## config.mk

```make
export PLATFORM = sky130hd
export DESIGN_NAME = char_lcd_nibble_sequencer
export DESIGN_NICKNAME = d
export VERILOG_FILES = /design/src/rtl/core/lcd_pkg.sv /design/src/rtl/core/lcd_ctrl.sv /design/src/rtl/core/lcd_dpath.sv /design/src/rtl/core/char_lcd_nibble_sequencer.sv
export SDC_FILE = /design/constraint.sdc
export NUM_CORES = 1
export LEC_CHECK = 0
export BUFFER_PORTS_ARGS = -buffer_cell sky130_fd_sc_hd__buf_2
export CAP_MARGIN = 40
export CORE_AREA = 2 2 148 136
export CTS_BUF_LIST = sky130_fd_sc_hd__clkbuf_8
export DETAILED_ROUTE_END_ITERATION = 8
export DIE_AREA = 0 0 150 138
export GPL_ROUTABILITY_DRIVEN = 0
export SLEW_MARGIN = 20
export SYNTH_ARGS = -nofsm -noshare
export SYNTH_HDL_FRONTEND = slang
export SYNTH_SLANG_ARGS = --single-unit
export TNS_END_PERCENT = 20
```

## constraint.sdc

```tcl
create_clock -name clk -period 2.7 [get_ports clk]
set_clock_uncertainty 0.15 [all_clocks]
set_input_delay 0.675 -clock clk [delete_from_list [all_inputs] [get_ports clk]]
set_output_delay 0.675 -clock clk [all_outputs]
set_load 0.05 [all_outputs]
```

## src/rtl/core/lcd_pkg.sv

```systemverilog
// ----------------------------------------------------------------------------
// lcd_pkg
// Shared types, codes and constant tables of the 4-bit character LCD sequencer.
// ----------------------------------------------------------------------------
package lcd_pkg;

	// input action codes
	localparam logic [1:0] ACT_INIT = 2'd0;
	localparam logic [1:0] ACT_CMD  = 2'd1;
	localparam logic [1:0] ACT_DATA = 2'd2;

	// configuration register indexes
	localparam logic [2:0] REG_ENABLE_PULSE = 3'd0;
	localparam logic [2:0] REG_COMMAND_GAP  = 3'd1;
	localparam logic [2:0] REG_DATA_GAP     = 3'd2;
	localparam logic [2:0] REG_INIT_GAP     = 3'd3;
	localparam logic [2:0] REG_POWER_UP     = 3'd4;

	// register reset values
	localparam logic [17:0] RST_ENABLE_PULSE = 18'd10000;
	localparam logic [17:0] RST_COMMAND_GAP  = 18'd10000;
	localparam logic [17:0] RST_DATA_GAP     = 18'd400;
	localparam logic [17:0] RST_INIT_GAP     = 18'd50000;
	localparam logic [17:0] RST_POWER_UP     = 18'd150000;

	// run step layout
	localparam logic [4:0] INIT_BYTE_START = 5'd9;
	localparam logic [4:0] INIT_LAST_STEP  = 5'd28;
	localparam logic [4:0] BYTE_LAST_STEP  = 5'd3;

	typedef enum logic [1:0] {
		ST_IDLE,
		ST_INIT,
		ST_BYTE
	} lcd_state_t;

	// controller to datapath
	typedef struct packed {
		logic       load;       // latch byte and select of an accepted word
		logic       sel_data;   // accepted word targets the data register
		logic       emit;       // produce the pin state of the current step
		logic       init_mode;  // current run is the init sequence
		logic [4:0] step;       // index of the pin state within the run
		logic       last;       // this pin state ends the run
	} lcd_cmd_t;

	// datapath to controller
	typedef struct packed {
		logic slot_free;        // output register can take a new word
	} lcd_status_t;

	// single nibbles of the init wake-up: 3, 3, 3, then 2
	function automatic logic [3:0] init_nibble(input logic [1:0] idx);
		logic [3:0] nib;
		unique case (idx)
			2'd3:    nib = 4'h2;
			default: nib = 4'h3;
		endcase
		return nib;
	endfunction

	// command bytes that close the init sequence
	function automatic logic [7:0] init_command(input logic [2:0] idx);
		logic [7:0] cmd;
		unique case (idx)
			3'd0:    cmd = 8'h28;
			3'd1:    cmd = 8'h0C;
			3'd2:    cmd = 8'h06;
			3'd3:    cmd = 8'h01;
			3'd4:    cmd = 8'h80;
			default: cmd = 8'h00;
		endcase
		return cmd;
	endfunction

endpackage

```

## src/rtl/core/lcd_ctrl.sv

```systemverilog
// ----------------------------------------------------------------------------
// lcd_ctrl
// Run controller: takes input words and steps through the pin states of a run.
// ----------------------------------------------------------------------------
module lcd_ctrl (
	input  logic                clk,
	input  logic                arst_n,
	input  logic                in_valid,
	output logic                in_ready,
	input  logic [1:0]          action,
	input  lcd_pkg::lcd_status_t status,
	output lcd_pkg::lcd_cmd_t   cmd,
	output logic                busy
);

	lcd_pkg::lcd_state_t state_q;
	lcd_pkg::lcd_state_t state_d;
	logic [4:0]          step_q;
	logic [4:0]          step_d;
	logic                accept;
	logic                emit;
	logic                last;

	assign accept = in_valid && (state_q == lcd_pkg::ST_IDLE);
	assign emit   = (state_q != lcd_pkg::ST_IDLE) && status.slot_free;
	assign last   = ((state_q == lcd_pkg::ST_INIT) && (step_q == lcd_pkg::INIT_LAST_STEP)) ||
	                ((state_q == lcd_pkg::ST_BYTE) && (step_q == lcd_pkg::BYTE_LAST_STEP));

	// next state
	always_comb begin
		state_d = state_q;
		step_d  = step_q;
		unique case (state_q)
			lcd_pkg::ST_IDLE: begin
				step_d = '0;
				if (accept) begin
					priority if (action == lcd_pkg::ACT_INIT) begin
						state_d = lcd_pkg::ST_INIT;
					end else if (action == lcd_pkg::ACT_CMD || action == lcd_pkg::ACT_DATA) begin
						state_d = lcd_pkg::ST_BYTE;
					end else begin
						state_d = lcd_pkg::ST_IDLE;
					end
				end
			end
			lcd_pkg::ST_INIT, lcd_pkg::ST_BYTE: begin
				if (emit) begin
					if (last) begin
						state_d = lcd_pkg::ST_IDLE;
						step_d  = '0;
					end else begin
						step_d = step_q + 5'd1;
					end
				end
			end
			default: begin
				state_d = lcd_pkg::ST_IDLE;
				step_d  = '0;
			end
		endcase
	end

	// outputs
	always_comb begin
		in_ready      = (state_q == lcd_pkg::ST_IDLE);
		busy          = (state_q != lcd_pkg::ST_IDLE);
		cmd.load      = accept;
		cmd.sel_data  = (action == lcd_pkg::ACT_DATA);
		cmd.emit      = emit;
		cmd.init_mode = (state_q == lcd_pkg::ST_INIT);
		cmd.step      = step_q;
		cmd.last      = last;
	end

	// state register
	always_ff @(posedge clk or negedge arst_n) begin
		if (!arst_n) begin
			state_q <= lcd_pkg::ST_IDLE;
			step_q  <= '0;
		end else begin
			state_q <= state_d;
			step_q  <= step_d;
		end
	end

endmodule

```

## src/rtl/core/lcd_dpath.sv

```systemverilog
// ----------------------------------------------------------------------------
// lcd_dpath
// Datapath: timing registers, byte under way, last bus state, output register.
// ----------------------------------------------------------------------------
module lcd_dpath (
	input  logic                 clk,
	input  logic                 arst_n,
	input  logic                 cfg_we,
	input  logic [2:0]           cfg_index,
	input  logic [17:0]          cfg_data,
	input  logic [7:0]           data_byte,
	input  lcd_pkg::lcd_cmd_t    cmd,
	output lcd_pkg::lcd_status_t status,
	output logic                 out_valid,
	input  logic                 out_ready,
	output logic [3:0]           bus_nibble,
	output logic                 reg_select,
	output logic                 enable_level,
	output logic [17:0]          hold_us,
	output logic                 last_of_run
);

	logic [17:0] enable_pulse_q;
	logic [17:0] command_gap_q;
	logic [17:0] data_gap_q;
	logic [17:0] init_gap_q;
	logic [17:0] power_up_q;

	logic [7:0]  byte_q;
	logic        sel_q;
	logic [3:0]  held_nibble_q;
	logic        held_select_q;

	logic        valid_q;
	logic [3:0]  nib_q;
	logic        sel_out_q;
	logic        en_q;
	logic [17:0] hold_q;
	logic        last_q;

	logic [2:0]  init_j;
	logic [4:0]  init_k;
	logic [7:0]  cur_byte;
	logic        cur_sel;
	logic [1:0]  phase;
	logic [3:0]  nib_d;
	logic        sel_d;
	logic        en_d;
	logic [17:0] hold_d;

	// configuration registers
	always_ff @(posedge clk or negedge arst_n) begin
		if (!arst_n) begin
			enable_pulse_q <= lcd_pkg::RST_ENABLE_PULSE;
			command_gap_q  <= lcd_pkg::RST_COMMAND_GAP;
			data_gap_q     <= lcd_pkg::RST_DATA_GAP;
			init_gap_q     <= lcd_pkg::RST_INIT_GAP;
			power_up_q     <= lcd_pkg::RST_POWER_UP;
		end else if (cfg_we) begin
			unique case (cfg_index)
				lcd_pkg::REG_ENABLE_PULSE: enable_pulse_q <= cfg_data;
				lcd_pkg::REG_COMMAND_GAP:  command_gap_q  <= cfg_data;
				lcd_pkg::REG_DATA_GAP:     data_gap_q     <= cfg_data;
				lcd_pkg::REG_INIT_GAP:     init_gap_q     <= cfg_data;
				lcd_pkg::REG_POWER_UP:     power_up_q     <= cfg_data;
				default: ;
			endcase
		end
	end

	// byte and register select of the word under way
	always_ff @(posedge clk) begin
		if (cmd.load) begin
			byte_q <= data_byte;
			sel_q  <= cmd.sel_data;
		end
	end

	// pin state of the current step
	always_comb begin
		init_j   = 3'(cmd.step - 5'd1);
		init_k   = cmd.step - lcd_pkg::INIT_BYTE_START;
		cur_byte = byte_q;
		cur_sel  = sel_q;
		phase    = cmd.step[1:0];
		nib_d    = held_nibble_q;
		sel_d    = held_select_q;
		en_d     = 1'b0;
		hold_d   = power_up_q;
		if (cmd.init_mode) begin
			cur_byte = lcd_pkg::init_command(init_k[4:2]);
			cur_sel  = 1'b0;
			phase    = init_k[1:0];
		end
		priority if (cmd.init_mode && cmd.step == 5'd0) begin
			// power-up wait keeps the bus as it was
			nib_d  = held_nibble_q;
			sel_d  = held_select_q;
			en_d   = 1'b0;
			hold_d = power_up_q;
		end else if (cmd.init_mode && cmd.step < lcd_pkg::INIT_BYTE_START) begin
			// single wake-up nibbles
			nib_d  = lcd_pkg::init_nibble(init_j[2:1]);
			sel_d  = 1'b0;
			en_d   = ~init_j[0];
			hold_d = init_j[0] ? init_gap_q : enable_pulse_q;
		end else begin
			// byte as upper then lower nibble, each enable high then low
			nib_d  = phase[1] ? cur_byte[3:0] : cur_byte[7:4];
			sel_d  = cur_sel;
			en_d   = ~phase[0];
			hold_d = phase[0] ? (cur_sel ? data_gap_q : command_gap_q) : enable_pulse_q;
		end
	end

	// last state driven on the bus
	always_ff @(posedge clk or negedge arst_n) begin
		if (!arst_n) begin
			held_nibble_q <= '0;
			held_select_q <= 1'b0;
		end else if (cmd.emit) begin
			held_nibble_q <= nib_d;
			held_select_q <= sel_d;
		end
	end

	// output register
	always_ff @(posedge clk or negedge arst_n) begin
		if (!arst_n) begin
			valid_q <= 1'b0;
		end else if (cmd.emit) begin
			valid_q <= 1'b1;
		end else if (out_ready) begin
			valid_q <= 1'b0;
		end
	end

	always_ff @(posedge clk) begin
		if (cmd.emit) begin
			nib_q     <= nib_d;
			sel_out_q <= sel_d;
			en_q      <= en_d;
			hold_q    <= hold_d;
			last_q    <= cmd.last;
		end
	end

	assign status.slot_free = !valid_q || out_ready;
	assign out_valid        = valid_q;
	assign bus_nibble       = nib_q;
	assign reg_select       = sel_out_q;
	assign enable_level     = en_q;
	assign hold_us          = hold_q;
	assign last_of_run      = last_q;

endmodule

```

## src/rtl/core/char_lcd_nibble_sequencer.sv

```systemverilog
// ----------------------------------------------------------------------------
// char_lcd_nibble_sequencer
// Pin-state sequencer for a character LCD on a 4-bit data bus.
// ----------------------------------------------------------------------------
// Each input word is an init request, a command byte or a data byte; the block
// answers with a run of pin states (nibble, register select, enable level and
// hold time in microseconds), tlast marking the final one. A byte run has four
// pin states and an init run 29, one pin state per cycle as paced by the run
// step counter in the controller while the output register has room. A new
// word is taken while the last state of the previous run still waits in the
// output register. Action code 3 is accepted and produces nothing. Timing
// registers are to be written through the cfg port only while the block is
// idle; the block itself does not enforce this.
module char_lcd_nibble_sequencer (
	input  logic        clk,
	input  logic        arst_n,
	// configuration writes
	input  logic        cfg_we,
	input  logic [2:0]  cfg_index,
	input  logic [17:0] cfg_data,
	// input words
	input  logic        s_tvalid,
	output logic        s_tready,
	input  logic [15:0] s_tdata,   // action[1:0], data_byte[9:2], zero[15:10]
	// pin-state words
	output logic        m_tvalid,
	input  logic        m_tready,
	output logic [23:0] m_tdata,   // bus_nibble[3:0], enable_level[4], hold_us[22:5], zero[23]
	output logic        m_tuser,   // reg_select
	output logic        m_tlast
);

	lcd_pkg::lcd_cmd_t    cmd;
	lcd_pkg::lcd_status_t status;
	logic                 busy;
	logic [3:0]           bus_nibble;
	logic                 enable_level;
	logic [17:0]          hold_us;

	// run control
	lcd_ctrl u_ctrl (
		.clk      (clk),
		.arst_n   (arst_n),
		.in_valid (s_tvalid),
		.in_ready (s_tready),
		.action   (s_tdata[1:0]),
		.status   (status),
		.cmd      (cmd),
		.busy     (busy)
	);

	// pin-state datapath
	lcd_dpath u_dpath (
		.clk          (clk),
		.arst_n       (arst_n),
		.cfg_we       (cfg_we),
		.cfg_index    (cfg_index),
		.cfg_data     (cfg_data),
		.data_byte    (s_tdata[9:2]),
		.cmd          (cmd),
		.status       (status),
		.out_valid    (m_tvalid),
		.out_ready    (m_tready),
		.bus_nibble   (bus_nibble),
		.reg_select   (m_tuser),
		.enable_level (enable_level),
		.hold_us      (hold_us),
		.last_of_run  (m_tlast)
	);

	assign m_tdata = {1'b0, hold_us, enable_level, bus_nibble};

	// a pin state is only produced when the output register has room
	assert property (@(posedge clk) disable iff (!arst_n) cmd.emit |-> status.slot_free)
		else $error("pin state produced while output register is full");

	// a run only starts from an accepted word
	assert property (@(posedge clk) disable iff (!arst_n) $rose(busy) |-> $past(s_tvalid && s_tready))
		else $error("run started without an accepted word");

	// a byte run never steps past its fourth state
	assert property (@(posedge clk) disable iff (!arst_n)
		(busy && !cmd.init_mode) |-> (cmd.step <= lcd_pkg::BYTE_LAST_STEP))
		else $error("byte run step out of range");

endmodule

```

Word-level counts from Yosys, hierarchy flattened
Cells that the tools add are included.
{ "totals": {"reg_bits": 137, "input_bits": 42, "out_inout_bits": 28, "elab_cells": 92} }
{ "op_classes": {"add_sub_neg": 3, "order_cmp": 1, "eq_ne": 18, "mux": 27, "n_bitwise": 2, "n_reduce_logical": 24} }
{ "ops": {"columns": ["op", "n"], "rows": [
  ["two-way mux 18 bit", 5],
  ["one-hot mux 8 bit (5 select lines)", 1],
  ["two-way mux 5 bit", 3],
  ["equality test 3 x 2 -> 1 bit, second input constant", 4],
  ["two-way mux 2 bit", 6],
  ["two-way mux 4 bit", 3],
  ["AND reduction 2 bit", 5],
  ["two-way mux 8 bit", 1],
  ["two-way mux 1 bit", 7],
  ["equality test 2 bit, second input constant", 3],
  ["equality test 3 x 1 -> 1 bit, second input constant", 2],
  ["equality test 3 bit, second input constant", 2],
  ["logical AND 1 bit", 6],
  ["zero test 3 bit", 2],
  ["inequality test 2 x 1 -> 1 bit, second input constant", 3],
  ["adder 5 x 1 -> 5 bit, second input constant", 1],
  ["equality test 5 x 2 -> 1 bit, second input constant", 1],
  ["equality test 5 bit, second input constant", 1],
  ["zero test 5 bit", 1],
  ["less-than comparator 5 x 4 -> 1 bit, second input constant", 1],
  ["subtractor 5 x 4 -> 5 bit, second input constant", 1],
  ["equality test 2 x 1 -> 1 bit, second input constant", 2],
  ["zero test 2 bit", 2],
  ["one-hot mux 2 bit (2 select lines)", 1],
  ["7 further kinds", 11]
]} }

Longest topological paths before layout
{ "logic_depth": {"word_depth": 7, "mapped_depth": 10} }

By module
From an unflattened synthesis, not the netlist that was laid out.
{ "hier_totals": {"hier_cells": 513, "hier_area_um2": 6690.2} }
{ "by_module_without_submodules": {"columns": ["module", "instances", "cells_per_inst", "area_each_um2", "seq_area_each_um2"], "rows": [
  ["lcd_dpath", 1, 449, 6110.9, 3457.1],
  ["lcd_ctrl", 1, 61, 560.5, 175.2],
  ["char_lcd_nibble_sequencer", 1, 3, 18.8, 0.0]
]} }

Worst setup path after synthesis
No wires, ideal clock.
{ "synth_path": {"path_kind": "flip-flop to flip-flop", "from": "reg u_ctrl.step_q[0]", "to": "reg u_dpath.nib_q[0], in the netlist u_dpath.bus_nibble[0], data pin", "t_arrival_ps": 2117, "t_required_ps": 2290, "slack_ps": 174, "path_stages_with_launch": 11, "period_less_slack_ps": 2526, "path_cell_list": "dfrtp_1 > buf_4 > buf_2 > inv_1 > ha_1 > clkbuf_1 > or2_2 > a21oi_1 > a21oi_1 > o221ai_1 > mux2_2"} }
{ "synth_between": {"elab_chain_cells": 7, "elab_cells_between_ends": 19, "classes_between": "add/sub (2); order compare (1); eq/ne (5); mux (7); reduce/logical (4)"} }
{ "synth_rtl": {"columns": ["item", "line", "source"], "rows": [
  ["start: declaration", "lcd_ctrl.sv:18", "logic [4:0] step_q;"],
  ["start signal: assignment", "lcd_ctrl.sv:82", "step_q <= step_d;"],
  ["subtractor 5 x 4 -> 5 bit", "lcd_dpath.sv:82", "init_k = cmd.step - lcd_pkg::INIT_BYTE_START;"],
  ["equality test 3 bit, or another cell as far along", "lcd_pkg.sv:65", "unique case (idx)"],
  ["one-hot mux 8 bit (5 select lines)", "lcd_pkg.sv:65", null],
  ["two-way mux 8 bit", "lcd_dpath.sv:90", "if (cmd.init_mode) begin"],
  ["two-way mux 4 bit", "lcd_dpath.sv:109", "nib_d = phase[1] ? cur_byte[3:0] : cur_byte[7:4];"],
  ["two-way mux 4 bit", "lcd_dpath.sv:101", "end else if (cmd.init_mode && cmd.step < lcd_pkg::INIT_BYTE_START) begin"],
  ["two-way mux 4 bit *", "lcd_dpath.sv:95", "priority if (cmd.init_mode && cmd.step == 5'd0) begin"],
  ["named net u_dpath.nib_d[0]", "lcd_dpath.sv:46", "logic [3:0] nib_d;"],
  ["end signal: assignment", "lcd_dpath.sv:140", "nib_q <= nib_d;"],
  ["end: declaration", "lcd_dpath.sv:35", "logic [3:0] nib_q;"]
]} }
The timed path passes the listed nets; every way through them passes the cells marked *.
A chain may end at the register's enable or synchronous reset.

Final worst setup path
{ "layout_path": {"from": "reg u_ctrl.state_q[0]", "to": "out s_tready"} }
{ "layout_between": {"elab_chain_cells": 1} }
{ "layout_rtl": {"columns": ["item", "line", "source"], "rows": [
  ["start: declaration", "lcd_ctrl.sv:16", "lcd_pkg::lcd_state_t state_q;"],
  ["start signal: assignment", "lcd_ctrl.sv:78", "state_q <= lcd_pkg::ST_IDLE;"],
  ["start signal: assignment", "lcd_ctrl.sv:81", "state_q <= state_d;"],
  ["zero test 2 bit", "lcd_ctrl.sv:65", "in_ready = (state_q == lcd_pkg::ST_IDLE);"],
  ["end: declaration", "char_lcd_nibble_sequencer.sv:23", "output logic s_tready,"]
]} }
No other way between the ends.

==> key figures <==
Cells and area
  – Area grow syn2layout: 15.9%
  – Multi-input gate area: 2740 sq um
  – Register area: about 3600 sq um
  – Nets@finish: 659
  – Filler cells: 1868
  – Layout cells sized above 1: 39.4%

STA
  – RSZ-0062 raised after global routing: false
  – Least-Margin Pin Slew: 0.584 ns
  – Final Critical Period: 2.35 ns
  – Fin crit share: 86.9%
  – Slew Limit Fails: 0
  – Setup violators final: 0
  – Relative slew margins: 61.0%
  – Setup TNS: 0 ns
  – Peak Freq: approximately 430 MHz
  – Final Hold Viols: 0

Synthesis
  – Main combinational cell family by area after synthesis: multiplexers
  – Compound-cell area share of the yosys netlist: 8.36%
  – Number of synthesized register bits: ~140
  – Syn_area_per_cell: 12.1 sq um
  – Synth warn: 0
  – Mux cell area share after synthesis: 21.5%
  – Mapped Area: 6590 sq um
  – Simple-gate share of the synthesized area: 9.21%
  – Count leader, synth: mux2_2
  – Largest cells by area after synthesis: dfrtp_1 29%, mux2_2 16%, edfxtp_1 15%
  – Post-Synth XOR/XNOR Area: 0.912%
  – Leading area contributor after synthesis: dfrtp_1
  – Synth Instances: 544
  – Syn nets: 594
  – Post-synth EDFFs: 34
  – Most frequent cells after synthesis: 93 x mux2_2, 76 x dfrtp_1, 52 x nand2_1, 45 x a21oi_1, 37 x mux2i_1
  – Adder-cell area share of the yosys netlist: 1.52%
  – Register area share after synthesis: 55.1%
  – Yosys top cell area share: 28.9%
  – Post-synth ARST share: 75.2%
  – Cell variety after synth: 58
  – Main synth FF type: dfrtp_1

Global route
  – Met3 usage: about 3.7%
  – Number of global-route vias before repair: roughly 4500
  – Most used routing layer: met2
  – Initial antenna violation count: 2
  – Tot GR Track Use: 14.8%
  – Total grt overflow: 0
  – Met2 Use GR: approximately 24%
  – First-pass GRT wire length: 23800 microns
  – GR met1 Demand/Resource: 19.8%
  – Pin count of the biggest net entering global routing: 67

Die
  – Die area: 20700 sq um
  – Die Span Y: 138 microns
  – FP Rows: 49
  – Initial core utilization: 34.0%
  – Die Wd: 150 microns
  – Core area: 19400 sq um
  – Ports: 70

CTS
  – Clock Pin Slew Worst Setup and Hold Paths: 0.08 ns
  – TritonCTS clock tree: done
  – CTS Buffer Depth: 2
  – Sinks on Clock Net: 137
  – Hold-fix buffers at CTS: 1
  – Root Driver: clkbuf_8
  – H-tree depth: 4
  – CTS Buf Count: 17
  – Post-CTS sizing: 0
  – Postcts setup bufs: 0
  – Worst skew pair latency: 0.43 ns

Setup path
  – FF-to-FF Start: u_ctrl.step_q[1]$_DFFE_PN0P_
  – Crit path launch: u_ctrl.state_q[0]$_DFFE_PN0P_
  – CP Capture Point: s_tready
  – Setup crit end kind: output port
  – CP arrival: roughly 1.5 ns
  – CP Max Fanout: 7
  – Worst R2R Setup Slack: 0.43 ns
  – R2R depth: 7
  – Critical path type: reg -> out
  – Startpoint Class: register
  – RR Endpoint: u_dpath.bus_nibble[0]$_DFFE_PP_
  – WP data required: roughly 1.9 ns

Pwr
  – Clock power frac: 19.0%
  – Power per cell area: 1120 nW/um^2
  – P_sw: 3.50 mW
  – Combinational fraction of design power: 43.4%
  – Switching part of the total: 40.8%
  – Sequential share of power: 37.6%
  – Lkg Pwr: about 3.2 nW
  – Total power draw: 8.58 mW
  – Peak VDD IR: between 0.0004 and 0.0005 V
  – P_int: 5.08 mW

Detailed routing
  – Router iterations before antenna repair: 4
  – Routed Antenna Nets: 0
  – Vias post-DR: 4385
  – DRC Markers: 0
  – Iter 0 DRT Violations: roughly 200
  – Routed length per instance: approximately 17 microns
  – Vias per std cell: approximately 5
  – DRT Wirelength: 14600 microns

Place
  – Half-perimeter wire length after placement: 9000 microns
  – # port buffers: just over 60

Outcome
  – Outcome: complete, no violations

Job
  – Max_cap viols: 0

Hold path
  – Worst hold path class: in -> reg
-- cell families (layout without fill, tap and decap cells) --
logic type	count (synthesis)	count (layout)
DFF	137	137
muxes	130	130
and+or+nand+nor	124	124
AOI/OAI and AO/OA	93	93
buffers and inverters	45	123
adders and majority gates	8	8
xor gates and xnor gates	6	6
other	1	2
-- through the flow --
stage / cell area [sq um] / setup WS (ns) / util (%) / hold slack [ns] / instances
6_report: 7640 / 0.353 / 39.4 / 0.265 / 878
4_1_cts: 7630 / 0.320 / 39.4 / 0.232 / 877
2_1_floorplan: 6590 / 0.174 / - / 0.229 / 544
3_5_place_dp: 7230 / 0.482 / 37.3 / 0.331 / 844
5_1_grt: 7630 / 0.244 / 39.4 / 0.233 / 877
3_3_place_gp: 7230 / 0.525 / 37.3 / 0.329 / 844
-- power by group through the flow --
stage	Clock [mW]	Sequential, mW	Combinational [mW]
after floorplan	0	3.89	2.12
after global placement	0	3.23	3.66
after detailed placement	0	3.26	3.74
after CTS	1.69	3.23	3.74
after global routing	1.78	3.31	4.08
final	1.63	3.23	3.72
-- final cells by class --
class | count | area share (%)
diodes | 1 | 0.0328
clock buffers | 20 | 3.60
clock inverters | 12 | 1.51
inverters | 9 | 0.442
multi-input cells | 362 | 35.9
flip-flops and latches | 137 | 47.6
well taps | 255 | 4.18
repair buffers | 82 | 6.75
-- per-layer routing --
metal	vias to the layer above	routed length, microns
li1	2070	-
met1	2216	6690
met2	86	7130
met3	11	592
met4	2	146
met5	-	13
-- flip-flops by register name, indices dropped and copies added, names as in the netlist --
name	cells
u_dpath.command_gap_q	18
u_dpath.sel_q	1
u_dpath.bus_nibble	4
u_dpath.power_up_q	18
u_ctrl.step_q	5
u_dpath.held_select_q	1
u_dpath.enable_pulse_q	18
u_dpath.data_gap_q	18
u_dpath.byte_q	8
u_dpath.enable_level	1
u_dpath.reg_select	1
u_dpath.hold_us	18
u_ctrl.state_q	2
u_dpath.held_nibble_q	4
u_dpath.last_of_run	1
u_dpath.out_valid	1
u_dpath.init_gap_q	18
-- worst min-delay path by stage --
stage                from                                  to  slack [ns]  cells after the start
2_1_floorplan      arst_n       u_ctrl.state_q[0]$_DFFE_PN0P_        0.23                      0
3_5_place_dp       arst_n  u_dpath.power_up_q[10]$_DFFE_PN0P_        0.33                      1
4_1_cts        s_tdata[4]         u_dpath.byte_q[2]$_DFFE_PP_        0.23                      1
3_3_place_gp       arst_n  u_dpath.power_up_q[10]$_DFFE_PN0P_        0.33                      1
5_1_grt        s_tdata[7]         u_dpath.byte_q[5]$_DFFE_PP_        0.23                      1
6_report       s_tdata[8]         u_dpath.byte_q[6]$_DFFE_PP_        0.26                      1
-- cells in the final DEF, fill, tap and decap left out, types with 2 or more instances in the layout --
| cell type | instances |
|---|---|
| buf_4 | 16 |
| nand4_1 | 4 |
| buf_12 | 4 |
| a21oi_1 | 45 |
| nor2b_1 | 5 |
| clkbuf_8 | 20 |
| a31oi_1 | 3 |
| ha_1 | 8 |
| xnor2_1 | 2 |
| mux2_2 | 93 |
| nor2_2 | 2 |
| edfxtp_1 | 34 |
| dfstp_2 | 27 |
| buf_2 | 61 |
| nand3b_1 | 4 |
| or2_2 | 2 |
| o21ai_0 | 19 |
| inv_6 | 4 |
| inv_1 | 9 |
| nand2b_1 | 7 |
| xor2_1 | 3 |
| nand2_1 | 52 |
| nor2_1 | 30 |
| and3_1 | 3 |
| a22o_1 | 2 |
| o21ai_1 | 5 |
| dfrtp_1 | 76 |
| clkinv_4 | 3 |
| o211ai_1 | 2 |
| a211oi_1 | 2 |
| o31a_1 | 2 |
| mux2i_1 | 37 |
| a21o_1 | 2 |
| clkinvlp_4 | 2 |
| and2_1 | 3 |
-- worst max-delay path, cell delays in order, from the launching register on --
cell and delay, ns:
dfrtp_1 0.39, inv_1 0.11, ha_1 0.29, buf_2 0.31
No activity file was read; power rests on OpenSTA's default activity.
